--- src/sv/sdiv_pkg.sv ---
// Shared constants, control types and helpers for the signed divider.
package sdiv_pkg;

  // Operand and result width
  localparam int unsigned DATA_WIDTH = 32;
  // Iteration counter width, one quotient bit per step
  localparam int unsigned CNT_W      = $clog2(DATA_WIDTH);
  // Stream data widths, padded to whole bytes
  localparam int unsigned S_TDATA_W  = ((2 * DATA_WIDTH + 7) / 8) * 8;
  localparam int unsigned M_TDATA_W  = ((2 * DATA_WIDTH + 7) / 8) * 8;

  // Sequencer commands to the datapath
  typedef struct packed {
    logic load;  // capture operands, form magnitudes
    logic step;  // one restoring division step
    logic fix;   // sign fix-up into the output register
  } sdiv_ctrl_t;

  // Datapath status back to the sequencer
  typedef struct packed {
    logic div_zero;  // divisor of the presented operands is zero
  } sdiv_stat_t;

  // Two's complement negate at DATA_WIDTH bits
  function automatic logic [DATA_WIDTH-1:0] neg_w(input logic [DATA_WIDTH-1:0] x);
    logic [DATA_WIDTH-1:0] one;
    one = {{(DATA_WIDTH-1){1'b0}}, 1'b1};
    return ~x + one;
  endfunction

  // Magnitude of a two's complement value, held unsigned
  function automatic logic [DATA_WIDTH-1:0] mag_w(input logic [DATA_WIDTH-1:0] x);
    return x[DATA_WIDTH-1] ? neg_w(x) : x;
  endfunction

endpackage

--- src/sv/sdiv_datapath.sv ---
// Restoring divider datapath: operand magnitudes, shared subtract unit, sign fix-up.
module sdiv_datapath
  import sdiv_pkg::*;
(
  input  logic                         clk_i,
  input  sdiv_ctrl_t                   ctrl_i,
  input  logic signed [DATA_WIDTH-1:0] dividend_i,
  input  logic signed [DATA_WIDTH-1:0] divisor_i,
  output sdiv_stat_t                   stat_o,
  output logic signed [DATA_WIDTH-1:0] quotient_o,
  output logic signed [DATA_WIDTH-1:0] remainder_o,
  output logic                         divide_by_zero_o
);

  // Working registers
  logic [DATA_WIDTH-1:0] rem_q, rem_d;
  logic [DATA_WIDTH-1:0] quo_q, quo_d;   // dividend bits shift out, quotient bits in
  logic [DATA_WIDTH-1:0] den_q, den_d;
  logic                  a_neg_q, a_neg_d;
  logic                  b_neg_q, b_neg_d;
  logic                  dz_q, dz_d;

  // Output register
  logic [DATA_WIDTH-1:0] q_out_q, q_out_d;
  logic [DATA_WIDTH-1:0] r_out_q, r_out_d;
  logic                  dz_out_q, dz_out_d;

  // Shared subtract unit
  logic [DATA_WIDTH:0]   trial;
  logic [DATA_WIDTH+1:0] diff;
  logic                  take;

  assign stat_o.div_zero = (divisor_i == '0);

  assign trial = {rem_q, quo_q[DATA_WIDTH-1]};
  assign diff  = {1'b0, trial} - {2'b00, den_q};
  assign take  = ~diff[DATA_WIDTH+1];

  // Next-state of the working registers
  always_comb begin
    rem_d   = rem_q;
    quo_d   = quo_q;
    den_d   = den_q;
    a_neg_d = a_neg_q;
    b_neg_d = b_neg_q;
    dz_d    = dz_q;
    if (ctrl_i.load) begin
      a_neg_d = dividend_i[DATA_WIDTH-1];
      b_neg_d = divisor_i[DATA_WIDTH-1];
      dz_d    = stat_o.div_zero;
      den_d   = mag_w(divisor_i);
      // zero divisor: remainder carries the raw dividend through
      rem_d   = stat_o.div_zero ? dividend_i : '0;
      quo_d   = stat_o.div_zero ? '0 : mag_w(dividend_i);
    end else if (ctrl_i.step) begin
      rem_d = take ? diff[DATA_WIDTH-1:0] : trial[DATA_WIDTH-1:0];
      quo_d = {quo_q[DATA_WIDTH-2:0], take};
    end
  end

  // Sign fix-up into the output register
  always_comb begin
    q_out_d  = q_out_q;
    r_out_d  = r_out_q;
    dz_out_d = dz_out_q;
    if (ctrl_i.fix) begin
      dz_out_d = dz_q;
      if (dz_q) begin
        q_out_d = '0;
        r_out_d = rem_q;
      end else begin
        q_out_d = (a_neg_q ^ b_neg_q) ? neg_w(quo_q) : quo_q;
        r_out_d = a_neg_q ? neg_w(rem_q) : rem_q;
      end
    end
  end

  // Payload registers, no reset needed
  always_ff @(posedge clk_i) begin
    rem_q    <= rem_d;
    quo_q    <= quo_d;
    den_q    <= den_d;
    a_neg_q  <= a_neg_d;
    b_neg_q  <= b_neg_d;
    dz_q     <= dz_d;
    q_out_q  <= q_out_d;
    r_out_q  <= r_out_d;
    dz_out_q <= dz_out_d;
  end

  assign quotient_o       = q_out_q;
  assign remainder_o      = r_out_q;
  assign divide_by_zero_o = dz_out_q;

endmodule

--- src/sv/sdiv_ctrl.sv ---
// Sequencer: operand capture, bit iterations, fix-up and output handshake.
module sdiv_ctrl
  import sdiv_pkg::*;
(
  input  logic       clk_i,
  input  logic       rst_ni,
  input  logic       in_valid_i,
  output logic       in_ready_o,
  input  sdiv_stat_t stat_i,
  output sdiv_ctrl_t ctrl_o,
  output logic       out_valid_o,
  input  logic       out_ready_i
);

  localparam logic [1:0] ST_IDLE = 2'd0;
  localparam logic [1:0] ST_RUN  = 2'd1;
  localparam logic [1:0] ST_FIX  = 2'd2;

  localparam logic [CNT_W-1:0] CNT_LAST = CNT_W'(DATA_WIDTH - 1);
  localparam logic [CNT_W-1:0] CNT_ONE  = CNT_W'(1);

  logic [1:0]       state_q, state_d;
  logic [CNT_W-1:0] cnt_q, cnt_d;
  logic             ovalid_q, ovalid_d;
  logic             out_free;

  assign in_ready_o  = (state_q == ST_IDLE);
  assign out_free    = ~ovalid_q | out_ready_i;
  assign out_valid_o = ovalid_q;

  // Next state and commands
  always_comb begin
    state_d     = state_q;
    cnt_d       = cnt_q;
    ctrl_o      = '0;
    ovalid_d    = ovalid_q & ~out_ready_i;
    unique case (state_q)
      ST_IDLE: begin
        if (in_valid_i) begin
          ctrl_o.load = 1'b1;
          cnt_d       = CNT_LAST;
          state_d     = stat_i.div_zero ? ST_FIX : ST_RUN;
        end
      end
      ST_RUN: begin
        ctrl_o.step = 1'b1;
        cnt_d       = cnt_q - CNT_ONE;
        if (cnt_q == '0) begin
          state_d = ST_FIX;
        end
      end
      ST_FIX: begin
        if (out_free) begin
          ctrl_o.fix = 1'b1;
          ovalid_d   = 1'b1;
          state_d    = ST_IDLE;
        end
      end
      default: begin
        state_d = ST_IDLE;
      end
    endcase
  end

  // Control registers
  always_ff @(posedge clk_i or negedge rst_ni) begin
    if (!rst_ni) begin
      state_q  <= ST_IDLE;
      cnt_q    <= '0;
      ovalid_q <= 1'b0;
    end else begin
      state_q  <= state_d;
      cnt_q    <= cnt_d;
      ovalid_q <= ovalid_d;
    end
  end

endmodule

--- src/sv/signed_divide_with_remainder_core.sv ---
// Top level of the signed truncating divider with remainder.
// Signed divider, truncating toward zero: each transaction on the slave stream carries
// a dividend and a divisor and yields one transaction on the master stream with the
// quotient, the remainder (sign of the dividend) and a divide-by-zero flag in tuser.
// A zero divisor gives quotient 0 and remainder equal to the dividend; the most
// negative value over minus one wraps to itself. A transaction goes through capture,
// 32 restoring subtract steps on one shared subtractor and sign fix-up; a zero
// divisor skips the subtract steps. s_axis_tready is low from acceptance to result
// and also while a finished result waits for a free output register.
module signed_divide_with_remainder_core
  import sdiv_pkg::*;
(
  input  logic                 clk_i,
  input  logic                 rst_ni,
  input  logic                 s_axis_tvalid,
  output logic                 s_axis_tready,
  input  logic [S_TDATA_W-1:0] s_axis_tdata,   // dividend, divisor
  output logic                 m_axis_tvalid,
  input  logic                 m_axis_tready,
  output logic [M_TDATA_W-1:0] m_axis_tdata,   // quotient, remainder
  output logic                 m_axis_tuser    // divide_by_zero
);

  sdiv_ctrl_t                   ctrl;
  sdiv_stat_t                   stat;
  logic signed [DATA_WIDTH-1:0] dividend;
  logic signed [DATA_WIDTH-1:0] divisor;
  logic signed [DATA_WIDTH-1:0] quotient;
  logic signed [DATA_WIDTH-1:0] remainder;
  logic                         divide_by_zero;

  // Unpack operands
  assign dividend = s_axis_tdata[DATA_WIDTH-1:0];
  assign divisor  = s_axis_tdata[2*DATA_WIDTH-1:DATA_WIDTH];

  sdiv_ctrl u_ctrl (
    .clk_i       (clk_i),
    .rst_ni      (rst_ni),
    .in_valid_i  (s_axis_tvalid),
    .in_ready_o  (s_axis_tready),
    .stat_i      (stat),
    .ctrl_o      (ctrl),
    .out_valid_o (m_axis_tvalid),
    .out_ready_i (m_axis_tready)
  );

  sdiv_datapath u_dp (
    .clk_i            (clk_i),
    .ctrl_i           (ctrl),
    .dividend_i       (dividend),
    .divisor_i        (divisor),
    .stat_o           (stat),
    .quotient_o       (quotient),
    .remainder_o      (remainder),
    .divide_by_zero_o (divide_by_zero)
  );

  // Pack results
  assign m_axis_tdata = M_TDATA_W'({remainder, quotient});
  assign m_axis_tuser = divide_by_zero;

endmodule

--- config.mk ---
export PLATFORM = sky130hd
export DESIGN_NAME = signed_divide_with_remainder_core
export DESIGN_NICKNAME = d
export VERILOG_FILES = /design/src/sv/sdiv_pkg.sv /design/src/sv/sdiv_datapath.sv /design/src/sv/sdiv_ctrl.sv /design/src/sv/signed_divide_with_remainder_core.sv
export SDC_FILE = /design/constraint.sdc
export NUM_CORES = 1
export LEC_CHECK = 0
export ABC_AREA = 1
export BUFFER_PORTS_ARGS = -buffer_cell sky130_fd_sc_hd__buf_2
export CORE_MARGIN = 2
export CORE_UTILIZATION = 47
export DETAILED_ROUTE_END_ITERATION = 16
export PLACE_DENSITY = 0.66
export SLEW_MARGIN = 20
export SYNTH_ARGS = -nofsm -noshare
export SYNTH_HDL_FRONTEND = slang
export SYNTH_SLANG_ARGS = --single-unit
--- constraint.sdc ---
create_clock -name clk_i -period 5.2 [get_ports clk_i]
set_input_delay 1.04 -clock clk_i [delete_from_list [all_inputs] [get_ports clk_i]]
set_output_delay 1.04 -clock clk_i [all_outputs]
set_load 0.05 [all_outputs]
==> metrics, run 1 <==
Post-Place Cells 2188; syn_nets 1852; WL final 34.97 mm; Final TNS setup 0 ps; Rel. slew slack 40.56%; pre-CTS setup slack 1559 ps; Req. time, crit path 5360 ps; HPWL Detailed 27.20 mm; static leakage 0.006851 uW; Slew @ Worst Pin 891.6 ps; antenna violations before repair 2; Antenna Cells 0; Die H 168.4 um; largest family of logic cells by synthesized area simple AND/OR/NAND/NOR gates; Mapped Cells 1745; vias in the first global route 10950; Post-CTS Hold Buffers 0; CP max stage cell inv_1; Reg power frac 31.2%; synthesized cell area 12700 um2; flop-to-flop setup slack 2240 ps; Synth cell types 49; RSZ-0062 raised after global routing no; Detail Route Antenna Nets 0; Die Width 168.4 um; compound-gate portion of the synthesized area 6.662%; Worst-path clk slew 80 ps; Die ar. 28340 um2; clk_lat worst skew 440 ps; GRT Residual Overflow 0; RePlAce Congestion 0.9603; final setup fails 0; FMAX 307.8 MHz; simple-gate portion of the synthesized area 32.56%; vias post-DR 11680; CP arrival 3410 ps; post-cts resize count 0; Switching Fraction 49.38%; CTS tree built; Port Buffers 134; Routed WL per cell 15.75 um; post-synthesis register bit count 172; routed vias/inst 5.262; status complete, no violations; Avg Synthesized Cell Area 7.276 um2; sequential area share after synthesis 40.37%; area grow syn2layout 12.13%; ratio of cells with drive above 1 in the final layout 11.87%; CP Class primary input to flop; Clock Path Buffers 2; largest net degree at the start of global routing 69; IO Pins 135; proportion of synthesized area in mux cells 0%; Critical Path, Cell by Cell buf_2 > inv_1 > nand3_1 > nor2_1 > nand2_1 > nor2_4 > buf_4 > nor2_1 > nand2_2 > inv_2 > nand2_1 > o21ai_0; first-pass GRT wire length 55.82 mm; Adder-Cell Fraction of Synth Area 3.903%; Synth async-reset ratio 4.651%; max_cap viols 0; Final WS setup 1951 ps; total core area 26730 um2; Hold Fails Final Rpt 0; Core Rows 60; Post-Synth XOR/XNOR Area 6.140%; Synthesis Warnings 0; P per Cell Area 621.5 nW/um2; synth top area cells edfxtp_1 (39%), nand2_1 (15%), inv_1 (8.5%); TritonRoute pass-1 iters 5; VDD IR max 571.6 uV; Post-synth EDFFs 164; Initial Utilization 47.50%; Tcrit/Tclk final 62.48%; commonest non-fill, non-tap cell in the layout nand2_1; drt drc 0; CP startpoint kind primary input; nets@finish 1973; Psw 4369 uW; peak fanout along the critical path 35; Worst setup EP type flop; combinational fraction of design power 54.2%; most frequent cells in the layout nand2_1 (499), inv_1 (287), nor2_1 (178), nand3_1 (168), edfxtp_1 (164); hold_ws 421.6 ps; GRT Util Overall 25.08%; Clock power frac 14.6%; largest area contributor in the netlist edfxtp_1; worst min path class primary input to asynchronous set/reset pin; H-tree depth 4; Setup Buffers After CTS 0; Final Skew 12.39 ps; Iteration-0 DRC Markers 1137; cts bufs inserted 17; Sink Count 172; post-layout min period 3249 ps; count of pins over their slew limit 0; Util after Layout 53.27%; CP max stage delay 420 ps; share of the synthesized area in the top cell type 38.79%; Main synth FF type edfxtp_1; clock tree root driver cell clkbuf_16; Post-Layout Cell Count 2220; Pint 4479 uW
[state kept, by name, indices dropped and copies added (netlist names)]
name and count:
u_ctrl.out_valid_o 1, u_dp.den_q 32, u_dp.quo_q 32, u_dp.divide_by_zero_o 1, u_dp.dz_q 1, u_dp.remainder_o 32
u_dp.a_neg_q 1, u_dp.quotient_o 32, u_ctrl.cnt_q 5, u_dp.b_neg_q 1, u_ctrl.state_q 2, u_dp.rem_q 32
[metal layers]
metal	vias to the layer above	routed length (um)	track usage [%]
met5	-	14	0
met4	4	707	7.009
met3	44	2174	3.409
met2	364	15870	40.78
met1	5404	16210	35.19
li1	5865	-	-
[synthesized netlist by cell type, types with 2 or more instances]
master,n
inv_1,288
a21oi_1,48
nand3_2,3
xor2_1,66
nor4_1,4
ha_1,38
nand2_1,499
nor3_2,2
buf_2,11
dfrtp_1,8
o31ai_1,7
o21a_1,3
o22ai_1,21
nand3_1,168
xnor2_1,23
or2_2,6
o21ai_1,8
nand2_2,9
buf_4,4
nor2_2,11
a31oi_1,2
or2_1,2
buf_6,2
o21ai_0,58
nor2_1,179
and2_1,4
inv_2,10
nand4_1,23
nor2_4,3
edfxtp_1,164
nand3b_1,12
nor3_1,25
clkbuf_1,18
[power by group through the flow]
| stage | clock network (uW) | registers (uW) | logic, uW |
|---|---|---|---|
| 2_1_floorplan | 0 | 3010 | 3330 |
| 3_3_place_gp | 0 | 2780 | 4660 |
| 3_5_place_dp | 0 | 2780 | 4740 |
| 4_1_cts | 1310 | 2760 | 4770 |
| 5_1_grt | 1360 | 2810 | 5410 |
| 6_report | 1290 | 2760 | 4800 |
[final timing paths]
kind,start,cells after the start,endpoint
max,s_axis_tdata[63],12,u_dp.quo_q[17]$_DFFE_PP_
min,rst_ni,1,u_ctrl.cnt_q[1]$_DFFE_PN0P_
max reg2reg,u_dp.quo_q[31]$_DFFE_PP_,16,u_dp.rem_q[28]$_DFFE_PP_
min reg2reg,u_ctrl.cnt_q[4]$_DFFE_PN0P_,1,u_ctrl.cnt_q[4]$_DFFE_PN0P_
max in group asynchronous,rst_ni,1,u_ctrl.state_q[0]$_DFFE_PN0P_
min in group clk_i,u_ctrl.cnt_q[4]$_DFFE_PN0P_,1,u_ctrl.cnt_q[4]$_DFFE_PN0P_
[metrics by stage]
| stage | cell area, um2 | power [uW] |
|---|---|---|
| finish | 14240 | 8848 |
| global route | 14240 | 9585 |
| CTS | 14240 | 8837 |
| detailed placement | 13650 | 7523 |
| global placement | 13650 | 7439 |
| floorplan | 12700 | 6341 |
[kinds of logic (layout without fill, tap and decap cells)]
group           count (synthesis)  after routing
compound gates                153            153
xor+xnor                       89             89
fa+ha+maj                      39             39
buf+inv                       336            470
flops                         172            172
simple gates                  956            956
[layout make-up]
class | instances | area, um2
fill | 2665 | 12490
multi-input combinational | 1237 | 6267
sequential | 172 | 5125
inverter | 299 | 1122
timing repair buffer | 139 | 708.2
clock buffer | 18 | 439.2
tap | 341 | 426.7
clock inverter | 14 | 147.6
[worst max-delay path: cells and delay by family]
family                 cells  cell delay, ps
buffers and inverters      4            1180
AO/OA/AOI/OAI              1              80
AND/OR/NAND/NOR            7            1070
Note: power is estimated with default switching activity, not from simulation.
==> run 2, diff against run 1 <==
- clock period: 5.2 -> 3.1 ns (I/O delays scaled with it)
==> metrics, run 2 (synthesis gave the netlist of run 1 again) <==
status complete, no violations (unchanged); H-tree depth 4 (unchanged); commonest non-fill, non-tap cell in the layout nand2_1 (unchanged); Clock Path Buffers 2 (unchanged); antenna violations before repair 1 (was 2); HPWL Detailed 28.18 mm (was 27.20 mm); CP Class flop to flop (was primary input to flop); Worst-path clk slew 80 ps (about the same); Final Skew 12.38 ps (was 12.39 ps); max_cap viols 0 (unchanged); Reg area 5125 um2 (unchanged); Util after Layout 53.80% (was 53.27%); RSZ-0062 raised after global routing no (unchanged); GRT Util Overall 25.75% (was 25.08%); PnR Total Power 15060 uW (was 8848 uW); Final TNS setup 0 ps (unchanged); WL final 36.00 mm (was 34.97 mm); CP Capture Point u_dp.rem_q[23]$_DFFE_PP_ (was u_dp.quo_q[17]$_DFFE_PP_); Sink Count 172 (unchanged); worst min path class primary input to flop (was primary input to asynchronous set/reset pin); Setup Buffers After CTS 0 (unchanged); vias post-DR 11810 (was 11680); Final WS setup 333.9 ps (was 1951 ps); Die ar. 28340 um2 (unchanged); worst reg2reg endpoint u_dp.rem_q[23]$_DFFE_PP_ (was u_dp.rem_q[28]$_DFFE_PP_); peak fanout along the critical path 33 (was 35); count of pins over their slew limit 0 (unchanged); Port Buffers 134 (unchanged); filler instances 2632 (was 2665); Post-Layout Cell Count 2236 (was 2220); cts bufs inserted 17 (unchanged); IO Pins 135 (unchanged); CP arrival 2970 ps (was 3410 ps); RePlAce Congestion 0.9588 (was 0.9603); most frequent cells in the layout nand2_1 (499), inv_1 (287), nor2_1 (178), nand3_1 (168), edfxtp_1 (164) (unchanged); final setup fails 0 (unchanged); area grow syn2layout 13.24% (was 12.13%); GRT Residual Overflow 0 (unchanged); VDD IR max 913.9 uV (was 571.6 uV); Routed WL per cell 16.10 um (was 15.75 um); TritonRoute pass-1 iters 5 (unchanged); CTS tree built (unchanged); clock tree root driver cell clkbuf_16 (unchanged); routed vias/inst 5.283 (was 5.262); P per Cell Area 1048 nW/um2 (was 621.5 nW/um2); Post-Place Cells 2202 (was 2188); Rel. slew slack 42.04% (was 40.56%); CP startpoint kind flop (was primary input); clk_lat worst skew 450 ps (was 440 ps); static leakage 0.006928 uW (was 0.006851 uW); FMAX 361.5 MHz; nets@finish 1988 (was 1973); vias in the first global route 11190 (was 10950); Core Rows 60 (unchanged); ratio of cells with drive above 1 in the final layout 12.51% (was 11.87%); Die Width 168.4 um (unchanged); Hold Fails Final Rpt 0 (unchanged); post-cts resize count 0 (unchanged); CP Launch Point u_dp.rem_q[22]$_DFFE_PP_ (was s_axis_tdata[63]); total core area 26730 um2 (unchanged); first-pass GRT wire length 57.26 mm (was 55.82 mm); r2r startpoint u_dp.rem_q[22]$_DFFE_PP_ (was u_dp.quo_q[31]$_DFFE_PP_); Multi-input gate area 6267 um2 (unchanged); Req. time, crit path 3300 ps (was 5360 ps); reg2reg path depth 13 (was 16); Slew @ Worst Pin 869.4 ps (was 891.6 ps); flop-to-flop setup slack 330 ps (was 2240 ps); Detail Route Antenna Nets 0 (unchanged); Die H 168.4 um (unchanged); Tcrit/Tclk final 89.23%; Initial Utilization 47.50% (unchanged); Iteration-0 DRC Markers 1194 (was 1137); pre-CTS setup slack 372.5 ps (was 1559 ps); Worst setup EP type flop (unchanged); post-layout min period 2766 ps; largest net degree at the start of global routing 69 (unchanged); drt drc 0 (unchanged)
run 2: cell types whose count changed in the layout (fill, tap and decap cells not counted):
cell / change
dlygate4sd3_1: +1
diode_2: +1
inv_6: -1
buf_4: +13
clkinv_2: +1
clkbuf_8: -1
buf_12: +1
inv_2: -1
clkinv_8: +2
run 2: timing repair:
action | CTS | global route
endpoints found under the setup margin | 0 | 0
hold endpoints to repair | 0 | 4
hold buffers | 0 | 1
run 2: stage by stage:
| stage | cell area (um2) | hold WS (ps) |
|---|---|---|
| 2_1_floorplan | 12700 | 324.4 |
| 6_report | 14380 | 362.1 |
| 3_5_place_dp | 13770 | 475.8 |
| 3_3_place_gp | 13770 | 468.7 |
| 5_1_grt | 14380 | 348.4 |
| 4_1_cts | 14370 | 0.1978 |
run 2: final cells by class:
type                    instances  share of cell area, %
multi-input cells            1237                  43.59
clock inverters                15                  1.175
flip-flops and latches        172                  35.65
well taps                     341                  2.968
diodes                          1                0.01740
repair buffers                154                  5.813
clock buffers                  17                  2.959
inverters                     299                  7.832
run 2: routing by layer:
metal  up-vias  share of wire (%)  GRT usage, %
li1       5892                  -             -
met1      5447                 45         35.55
met2       413                 45         41.47
met3        60                6.9         4.090
met4         0                2.9         8.433
met5         -                  0             0
run 2: how the worst min path moves through the flow:
stage | from | to | slack [ps] | depth (start not counted)
floorplan | rst_ni | u_ctrl.cnt_q[0]$_DFFE_PN0P_ | 320 | 0
global placement | u_ctrl.cnt_q[4]$_DFFE_PN0P_ | u_ctrl.cnt_q[4]$_DFFE_PN0P_ | 470 | 1
detailed placement | rst_ni | u_ctrl.state_q[1]$_DFFE_PN0P_ | 480 | 1
CTS | rst_ni | u_ctrl.cnt_q[1]$_DFFE_PN0P_ | 0.2 | 1
global route | s_axis_tdata[32] | u_dp.den_q[0]$_DFFE_PP_ | 350 | 1
finish | s_axis_tdata[32] | u_dp.den_q[0]$_DFFE_PP_ | 360 | 1
run 2: power by group:
part	internal, uW	switching (uW)
combinational	2560	5670
sequential	3950	689
clock	1090	1100
run 2: worst max-delay path, stage by stage (launching register included):
cell	delay [ps]
edfxtp_1	540
ha_1	440
nand2_2	150
inv_2	40
nand2_1	50
nand2_1	90
a21oi_4	190
nor2_4	70
nor2_8	230
nand2_8	190
nand2_2	300
nand2_1	80
nand2_1	90
nand2_1	50
==> run 3, diff against run 2 <==
- CELL_PAD_IN_SITES_DETAIL_PLACEMENT: not set -> 1
- CELL_PAD_IN_SITES_GLOBAL_PLACEMENT: not set -> 1
- CORE_UTILIZATION: 47 -> 44
- PLACE_DENSITY: 0.66 -> not set
- PLACE_DENSITY_LB_ADDON: not set -> 0.1
==> metrics, run 3 (synthesis gave the netlist of run 1 again) <==
Slew @ Worst Pin 848.7 ps (was 869.4 ps); M2 GR Usage 46.70% (was 41.47%); Reg area 5125 um2 (unchanged); Final Skew 12.26 ps (was 12.38 ps); Tcrit/Tclk final 91.82% (was 89.23%); Buf+Inv Stages, Crit Path 1 (unchanged); clock tree root driver cell clkbuf_16 (unchanged); PnR Total Power 15450 uW (was 15060 uW); WL final 41.78 mm (was 36.00 mm); final setup fails 0 (unchanged); count of pins over their slew limit 0 (unchanged); flop-to-flop setup slack 250 ps (was 330 ps); worst min path class primary input to flop (unchanged); Post-Layout Cell Count 2278 (was 2236); FMAX 351.3 MHz (was 361.5 MHz); area grow syn2layout 13.96% (was 13.24%); status complete, no violations (unchanged); Iteration-0 DRC Markers 945 (was 1194); total core area 28550 um2 (was 26730 um2); ratio of cells with drive above 1 in the final layout 12.51% (unchanged); CTS tree built (unchanged); GRT Residual Overflow 0 (unchanged); CP most frequent cell nand2_1 (unchanged); CP arrival 3050 ps (was 2970 ps); CP max stage delay 550 ps (was 540 ps); Worst Hold Launch s_axis_tdata[32] (unchanged); RePlAce Congestion 0.9213 (was 0.9588); largest net degree at the start of global routing 95 (was 69); Die H 173.9 um (was 168.4 um); post-cts resize count 0 (unchanged); Post-CTS Hold Buffers 1 (was 0); CP startpoint kind flop (unchanged); Detail Route Antenna Nets 0 (unchanged); HPWL Detailed 32.75 mm (was 28.18 mm); RSZ-0062 raised after global routing no (unchanged); IO Pins 135 (unchanged); Final TNS setup 0 ps (unchanged); GR met3 Demand/Resource 2.873% (was 4.090%); Critical Path, Cell by Cell ha_1 > nand2_2 > inv_2 > nand2_1 > nand2_1 > a21oi_4 > nor2_4 > nor2_8 > nand2_8 > nand2_2 > nand2_1 > nand2_1 > nand2_1 (unchanged); filler instances 3703 (was 2632); static leakage 0.006943 uW (was 0.006928 uW); Util after Layout 50.68% (was 53.80%); Routed WL per cell 18.34 um (was 16.10 um); busiest grt layer met2 (unchanged); combinational fraction of design power 55.3% (was 54.7%); nets@finish 1988 (unchanged); GRT Util Overall 28.03% (was 25.75%); clk_lat worst skew 450 ps (about the same); Hold Fails Final Rpt 0 (unchanged); Die Width 173.9 um (was 168.4 um); CP max stage cell edfxtp_1 (unchanged); reg2reg path depth 13 (unchanged); Worst setup EP type flop (unchanged); TritonRoute pass-1 iters 5 (unchanged); Hold EP u_dp.den_q[0]$_DFFE_PP_ (unchanged); Port Buffers 134 (unchanged); P per Cell Area 1068 nW/um2 (was 1048 nW/um2); CP top delay family simple AND/OR/NAND/NOR gates (unchanged); Clock Path Buffers 2 (unchanged); Multi-input gate area 6267 um2 (unchanged); antenna violations before repair 0 (was 1); Req. time, crit path 3300 ps (about the same); Switching Fraction 50.46% (was 49.54%); first-pass GRT wire length 66.21 mm (was 57.26 mm); vias post-DR 12120 (was 11810); cts bufs inserted 17 (unchanged); Reg power frac 30.1% (was 30.8%); Setup Buffers After CTS 0 (unchanged); Post-Place Cells 2245 (was 2202); Die ar. 30230 um2 (was 28340 um2); r2r startpoint u_dp.rem_q[22]$_DFFE_PP_ (unchanged); Sink Count 172 (unchanged); Psw 7795 uW (was 7463 uW); Rel. slew slack 42.82% (was 42.04%); commonest non-fill, non-tap cell in the layout nand2_1 (unchanged); max_cap viols 0 (unchanged); routed vias/inst 5.321 (was 5.283); Antenna Cells 0 (was 1); Pint 7653 uW (was 7601 uW); M1 GR Usage 38.47% (was 35.55%); peak fanout along the critical path 33 (unchanged); H-tree depth 4 (unchanged); worst reg2reg endpoint u_dp.rem_q[29]$_DFFE_PP_ (was u_dp.rem_q[23]$_DFFE_PP_); Core Rows 62 (was 60); Hold Path Depth 1 (unchanged); VDD IR max 734.4 uV (was 913.9 uV); post-layout min period 2846 ps (was 2766 ps); Initial Utilization 44.47% (was 47.50%); CP Class flop to flop (unchanged); vias in the first global route 12420 (was 11190); most frequent cells in the layout nand2_1 (499), inv_1 (287), nor2_1 (178), nand3_1 (168), edfxtp_1 (164) (unchanged); Worst-path clk slew 80 ps (about the same); drt drc 0 (unchanged); Clock power frac 14.5% (about the same)
==> run 3: cell type report <==
type,instances,area share [%]
Clock buffer,18,3.035
Clock inverter,14,1.176
Sequential cell,172,35.42
Multi-Input combinational cell,1237,43.32
Timing Repair Buffer,154,5.949
Inverter,299,7.783
Tap cell,384,3.321
==> run 3: layer usage <==
layer / up-vias / part of all wire, %
met2: 335 / 47
met4: 0 / 2.6
met3: 61 / 4.7
li1: 5881 / -
met1: 5844 / 46
met5: - / 0
==> run 3: worst max path at each step <==
stage	start	endpoint	slack, ps	cells after the start
floorplan	u_ctrl.state_q[0]$_DFFE_PN0P_	u_dp.quo_q[15]$_DFFE_PP_	50	5
global placement	s_axis_tdata[32]	u_dp.quo_q[31]$_DFFE_PP_	270	9
detailed placement	u_dp.rem_q[22]$_DFFE_PP_	u_dp.rem_q[29]$_DFFE_PP_	280	13
CTS	u_dp.rem_q[22]$_DFFE_PP_	u_dp.rem_q[29]$_DFFE_PP_	260	13
global route	u_dp.rem_q[18]$_DFFE_PP_	u_dp.rem_q[29]$_DFFE_PP_	110	13
finish	u_dp.rem_q[22]$_DFFE_PP_	u_dp.rem_q[29]$_DFFE_PP_	250	13
==> run 3: through the flow <==
step | hold WS (ps) | worst slack [ps] | cell area [um2]
final | 368.9 | 253.7 | 14470
after floorplan | 324.4 | 46.11 | 12700
after detailed placement | 471.6 | 279.9 | 13850
after CTS | 358.1 | 263.4 | 14470
after global placement | 468.5 | 266.5 | 13850
after global routing | 370.0 | 105.7 | 14470
==> run 3: power by group through the flow <==
stage                     logic (uW)  clock network [uW]  registers (uW)
after global placement          8150                   0            4680
after CTS                       8530                2270            4660
after detailed placement        8430                   0            4710
after floorplan                 5590                   0            5040
final                           8550                2240            4660
after global routing            9550                2350            4740
